[src/hw/rtl/srt_pkg.sv]
// shared constants, types and tables of the bfloat16 sine pipeline
package srt_pkg;

	localparam int INTERNAL_FRAC_BITS = 28;

	localparam int NUM_STAGES = 16;
	localparam int RED_STAGES = 7;
	localparam int POLY_STAGES = NUM_STAGES - RED_STAGES;

	localparam int TP_W = INTERNAL_FRAC_BITS + 3;
	localparam int R_W = INTERNAL_FRAC_BITS + 1;
	localparam int TBL_N = INTERNAL_FRAC_BITS + 15;
	localparam int TBL_IDX_W = $clog2(TBL_N);

	// pi scaled by 2^60, truncated
	localparam logic [63:0] PI_2P60 = 64'h3243F6A8885A308D;

	localparam logic [TP_W-1:0] PI_C = TP_W'(PI_2P60 >> (60 - INTERNAL_FRAC_BITS));
	localparam logic [TP_W-1:0] HALF_PI_C = TP_W'(PI_2P60 >> (61 - INTERNAL_FRAC_BITS));
	localparam logic [TP_W-1:0] TWO_PI_C = TP_W'(PI_2P60 >> (59 - INTERNAL_FRAC_BITS));

	localparam logic [63:0] FX_ONE = 64'd1 << INTERNAL_FRAC_BITS;
	localparam logic [INTERNAL_FRAC_BITS-1:0] INV6_C = INTERNAL_FRAC_BITS'(FX_ONE / 64'd6);
	localparam logic [INTERNAL_FRAC_BITS-1:0] INV120_C =
		INTERNAL_FRAC_BITS'(FX_ONE / 64'd120);

	typedef struct packed {
		logic neg;
		logic oor;
	} side_t;

	// 2^(p - INTERNAL_FRAC_BITS) mod 2pi in fixed point
	typedef logic [TP_W-1:0] mod_tbl_t [TBL_N];

	function automatic mod_tbl_t build_mod_tbl();
		mod_tbl_t tbl;
		logic [TP_W:0] acc;
		acc = (TP_W + 1)'(1);
		for (int p = 0; p < TBL_N; p++) begin
			tbl[p] = acc[TP_W-1:0];
			acc = acc << 1;
			if (acc >= {1'b0, TWO_PI_C}) begin
				acc = acc - {1'b0, TWO_PI_C};
			end
		end
		return tbl;
	endfunction

	localparam mod_tbl_t MOD_TBL = build_mod_tbl();

endpackage

[src/hw/rtl/srt_reduce.sv]
// decode and range reduction stages: angle to folded fixed-point argument
module srt_reduce (
	input  logic                              clk,
	input  logic [srt_pkg::RED_STAGES-1:0]    en,
	input  logic [15:0]                       angle_bits,
	output logic [srt_pkg::R_W-1:0]           r,
	output srt_pkg::side_t                    side
);
	import srt_pkg::*;

	localparam int SUM_W = TP_W + 4;
	localparam logic signed [9:0] SH_OFS = 10'(INTERNAL_FRAC_BITS - 134);

	typedef logic [SUM_W-1:0] kmult_t [8];

	function automatic kmult_t build_kmult();
		kmult_t t;
		logic [SUM_W-1:0] acc;
		acc = '0;
		for (int j = 0; j < 8; j++) begin
			acc = acc + SUM_W'(TWO_PI_C);
			t[j] = acc;
		end
		return t;
	endfunction

	localparam kmult_t KMULT = build_kmult();

	// stage 1: decode, one term per mantissa bit plus one for small angles
	logic [7:0] ex;
	logic [7:0] mt;
	logic signed [9:0] sh;
	logic [9:0] rsh;
	logic special;
	logic [TP_W-1:0] term_c [9];
	logic [TBL_IDX_W-1:0] idx;

	logic [TP_W-1:0] term_s1 [9];
	side_t side_s1;

	always_comb begin
		ex = angle_bits[14:7];
		mt = {1'b1, angle_bits[6:0]};
		sh = $signed({2'b00, ex}) + SH_OFS;
		rsh = 10'(-sh);
		special = (ex == 8'd0) || (ex >= 8'd142);
		idx = '0;
		for (int i = 0; i < 8; i++) begin
			idx = TBL_IDX_W'(sh) + TBL_IDX_W'(i);
			term_c[i] = (!special && !sh[9] && mt[i]) ? MOD_TBL[idx] : '0;
		end
		if (!special && sh[9] && (sh >= -10'sd8)) begin
			term_c[8] = TP_W'(mt >> rsh[3:0]);
		end else begin
			term_c[8] = '0;
		end
	end

	always_ff @(posedge clk) begin
		if (en[0]) begin
			term_s1 <= term_c;
			side_s1.neg <= angle_bits[15];
			side_s1.oor <= ex >= 8'd142;
		end
	end

	// stage 2: partial sums
	logic [SUM_W-1:0] sum_a_c, sum_b_c;
	logic [SUM_W-1:0] sum_a_s2, sum_b_s2;
	side_t side_s2;

	always_comb begin
		sum_a_c = '0;
		sum_b_c = '0;
		for (int i = 0; i < 5; i++) begin
			sum_a_c = sum_a_c + SUM_W'(term_s1[i]);
		end
		for (int i = 5; i < 9; i++) begin
			sum_b_c = sum_b_c + SUM_W'(term_s1[i]);
		end
	end

	always_ff @(posedge clk) begin
		if (en[1]) begin
			sum_a_s2 <= sum_a_c;
			sum_b_s2 <= sum_b_c;
			side_s2 <= side_s1;
		end
	end

	// stage 3: total
	logic [SUM_W-1:0] total_s3;
	side_t side_s3;

	always_ff @(posedge clk) begin
		if (en[2]) begin
			total_s3 <= sum_a_s2 + sum_b_s2;
			side_s3 <= side_s2;
		end
	end

	// stage 4: modulo 2pi, quotient below nine
	logic [SUM_W-1:0] sel_c, qd_c;
	logic [TP_W-1:0] q_s4;
	side_t side_s4;

	always_comb begin
		sel_c = '0;
		for (int j = 0; j < 8; j++) begin
			if (total_s3 >= KMULT[j]) begin
				sel_c = KMULT[j];
			end
		end
		qd_c = total_s3 - sel_c;
	end

	always_ff @(posedge clk) begin
		if (en[3]) begin
			q_s4 <= qd_c[TP_W-1:0];
			side_s4 <= side_s3;
		end
	end

	// stage 5: negative angles
	logic [TP_W-1:0] r_s5;
	side_t side_s5;

	always_ff @(posedge clk) begin
		if (en[4]) begin
			r_s5 <= (side_s4.neg && (q_s4 != '0)) ? TWO_PI_C - q_s4 : q_s4;
			side_s5 <= side_s4;
		end
	end

	// stage 6: half turn, sign of result
	logic [TP_W-1:0] r_s6;
	side_t side_s6;
	logic ge_pi;

	assign ge_pi = r_s5 >= PI_C;

	always_ff @(posedge clk) begin
		if (en[5]) begin
			r_s6 <= ge_pi ? r_s5 - PI_C : r_s5;
			side_s6.neg <= ge_pi;
			side_s6.oor <= side_s5.oor;
		end
	end

	// stage 7: fold into [0, pi/2]
	logic [TP_W-1:0] r7_c;
	logic [R_W-1:0] r_s7;
	side_t side_s7;

	assign r7_c = (r_s6 > HALF_PI_C) ? PI_C - r_s6 : r_s6;

	always_ff @(posedge clk) begin
		if (en[6]) begin
			r_s7 <= r7_c[R_W-1:0];
			side_s7 <= side_s6;
		end
	end

	assign r = r_s7;
	assign side = side_s7;

endmodule

[config.mk]
export PLATFORM = sky130hd
export DESIGN_NAME = srt_reduce
export DESIGN_NICKNAME = d
export VERILOG_FILES = /design/src/hw/rtl/srt_pkg.sv /design/src/hw/rtl/srt_reduce.sv
export SDC_FILE = /design/constraint.sdc
export NUM_CORES = 2
export LEC_CHECK = 0
export ABC_AREA = 1
export BUFFER_PORTS_ARGS = -buffer_cell sky130_fd_sc_hd__buf_4
export CAP_MARGIN = 20
export CORE_ASPECT_RATIO = 1.1
export CORE_MARGIN = 1
export CORE_UTILIZATION = 53
export CTS_CLUSTER_DIAMETER = 30
export DETAILED_ROUTE_END_ITERATION = 6
export PLACE_DENSITY = 0.69
export SETUP_SLACK_MARGIN = 0.3
export SYNTH_ARGS = -nofsm -noshare
export SYNTH_HDL_FRONTEND = slang
export SYNTH_SLANG_ARGS = --single-unit
[constraint.sdc]
create_clock -name clk -period 9.69 [get_ports clk]
set_input_delay 0.969 -clock clk [delete_from_list [all_inputs] [get_ports clk]]
set_output_delay 0.969 -clock clk [all_outputs]
set_load 0.005 [all_outputs]
==> out/summary.txt <==
Status: finished, violations left
Violated checks: design-rule violations
CTS Hold Buffers Added: 0
VDD IR-drop max: 152 uV
Commonest non-fill, non-tap cell in the layout: nand2_1
RSZ-0062 raised after global routing: no
Commonest cells after routing, fill and taps aside: nand2_1 (954), nor2_1 (578), inv_1 (547)
Crit start category: input pin
GP Congestion: 1.07
IO Pins: 55
Crit-path max FO: 29
Relative slew slack: 26.9%
Pleak: 17.7 nW
Worst Path Required: 10.20 ns
CTS-repair resized insts: 0
Depth of the CTS H-tree: 3
HP Class: flop to flop
Initial DRT Pass Iterations: 7
Crit share post-route: 51.4%
Area leader, netlist: edfxtp_1
DIE AREA: 72900 sq um
Drt total wl: 135000 um
Skew final: 0.0593 ns
Fill cells: 6502
CTS tree: yes
Ranking of synthesized cells by area: edfxtp_1 (39%), nand2_1 (9.4%), fa_1 (7.0%)
Core box area: 70700 sq um
Die height: 283 um
FF+latch count, synth: 493
Gr ovfl total: 0
WS Path Type: input pin to flop
Clock latency on the worst-skew pair: 0.68 ns
Post-CTS setup buffers: 0
Mapped Cells: 4671
Register area share after synthesis: 38.9%
Final Hold Fails: 0
Area growth syn-to-layout: 12.0%
Total power: 0.0150 W
Vias in the first global route: 32.8k
Clock transition at the registers of the reported paths: 0.06 ns
FP Rows: 102
Residual DRC: 2
Mean Syn Cell Area: 8.15 sq um
Maximum Capacitance Violations: 0
Largest net degree at the start of global routing: 113
Mapped Area: 38100 sq um
Average vias per placed instance: 5.98
Initial antenna violation count: 2
WP data arrival: 5.48 ns
Total number of yosys warnings: 0
Syn Nets: 5014
Final setup TNS: 0 ns
Die W: 258 um
Cell variety after synth: 65
# setup viols final: 0
Routed Antenna Nets: 0
Final Cell Area: 42600 sq um
Total GRT Usage: 36.6%
Nature of the critical path endpoint: flop
Clk sinks: 493
Nets@finish: 5054
Max-slew violations: 0
F_max: 201 MHz
CTS Buf Count: 101
Vias: 34.3k
Post-synth EDFFs: 493
Wire per inst: 23.5 um
First-pass GRT wire length: 200000 um
Port bufs: 54
Clock buffer depth: 3
Clk root buf: clkbuf_16
Post-synth top area share: 38.9%
Ys async rst share: 0%
Min Clock Period, post-route: 4.98 ns
Tightest Pin Transition: 1.10 ns
DRT iter0 DRCs: 4114
Initial Util: 53.8%
Placed wire-length estimate: 106000 um
Power per cell area: 351 nW/um^2
Most used DFF post-synth: edfxtp_1
Placed instance area: 39100 sq um
Layout cells sized above 1: 7.48%
[area by class of cell]
type	instances	area (sq um)	share of cell area, %
Antenna cell	2	5.00	0.0117
Sequential cell	493	14800	34.7
Multi-Input combinational cell	3461	20400	47.8
Clock buffer	108	2570	6.04
Tap cell	936	1170	2.75
Inverter	587	2210	5.19
Clock inverter	83	983	2.31
Timing Repair Buffer	67	510	1.20
[metrics by stage]
stage	worst slack (ns)	cells	utilization (%)	hold WS, ns
2_1_floorplan	5.68	4671	-	0.400
3_3_place_gp	4.33	5544	55.3	0.402
3_5_place_dp	4.25	5544	55.3	0.406
4_1_cts	4.95	5735	60.3	0.410
5_1_grt	4.49	5735	60.3	0.410
6_report	4.71	5737	60.3	0.413
[layer usage]
layer,GRT usage [%],wire length (um),up-vias
met1,43.9,50500,16133
met4,26.2,10900,0
met3,5.48,10100,461
met5,0,0,-
li1,-,-,15934
met2,60.0,63500,1780
[cells in the mapped netlist (11+ instances only)]
library cell / instances
o21ai_1: 25
nor4_1: 17
buf_2: 48
nand2_1: 954
ha_1: 186
fa_1: 133
nand2_2: 22
a211oi_1: 16
a21o_1: 24
xor2_1: 144
o21ai_0: 290
inv_2: 35
nand3_1: 222
nor2_2: 18
a22oi_1: 11
edfxtp_1: 493
clkbuf_1: 54
nand4_1: 69
inv_1: 547
a31oi_1: 69
buf_4: 15
a21oi_1: 396
nor3_1: 103
nor2_1: 578
o211ai_1: 23
o21bai_1: 15
xnor2_1: 33
[logic make-up after synthesis]
| logic type | share of synthesized area (%) |
|---|---|
| buf+inv | 7.57 |
| fa+ha+maj | 13.1 |
| xor+xnor | 4.23 |
| flops | 38.9 |
| simple gates | 22.3 |
| compound gates | 13.9 |
[registers in the layout (all words and copies together), names as in the netlist, 29 cells and up]
register  count
sum_a_s2     34
sum_b_s2     33
term_s1     256
r_s5         31
q_s4         31
r            29
total_s3     35
r_s6         31
[worst max-delay path, cell delays in order]
cell and delay (ns):
buf_4 0.24, inv_2 0.23, ha_1 0.97, inv_1 0.61, ha_1 0.47, buf_4 0.31, clkinv_1 0.61, nor2_1 0.47
inv_1 0.20, o21ai_0 0.11, nand2_1 0.07, a21oi_1 0.17
[worst paths after layout]
check | start | end | slack (ns) | cells past startpoint
worst max-delay path | angle_bits[8] | term_s1[138] | 4.71 | 12
worst min register to register | side_s2[1] | side_s3[1] | 0.41 | 0
worst max register to register | total_s3[30] | q_s4[21] | 4.89 | 16
worst min-delay path | side_s2[1] | side_s3[1] | 0.41 | 0
[where the power goes]
group | switching (W) | internal, W
logic | 0.00504 | 0.00239
registers | 0.000622 | 0.00338
clock network | 0.00130 | 0.00225
total | 0.00696 | 0.00802
Note: power is estimated with default switching activity, not from simulation.
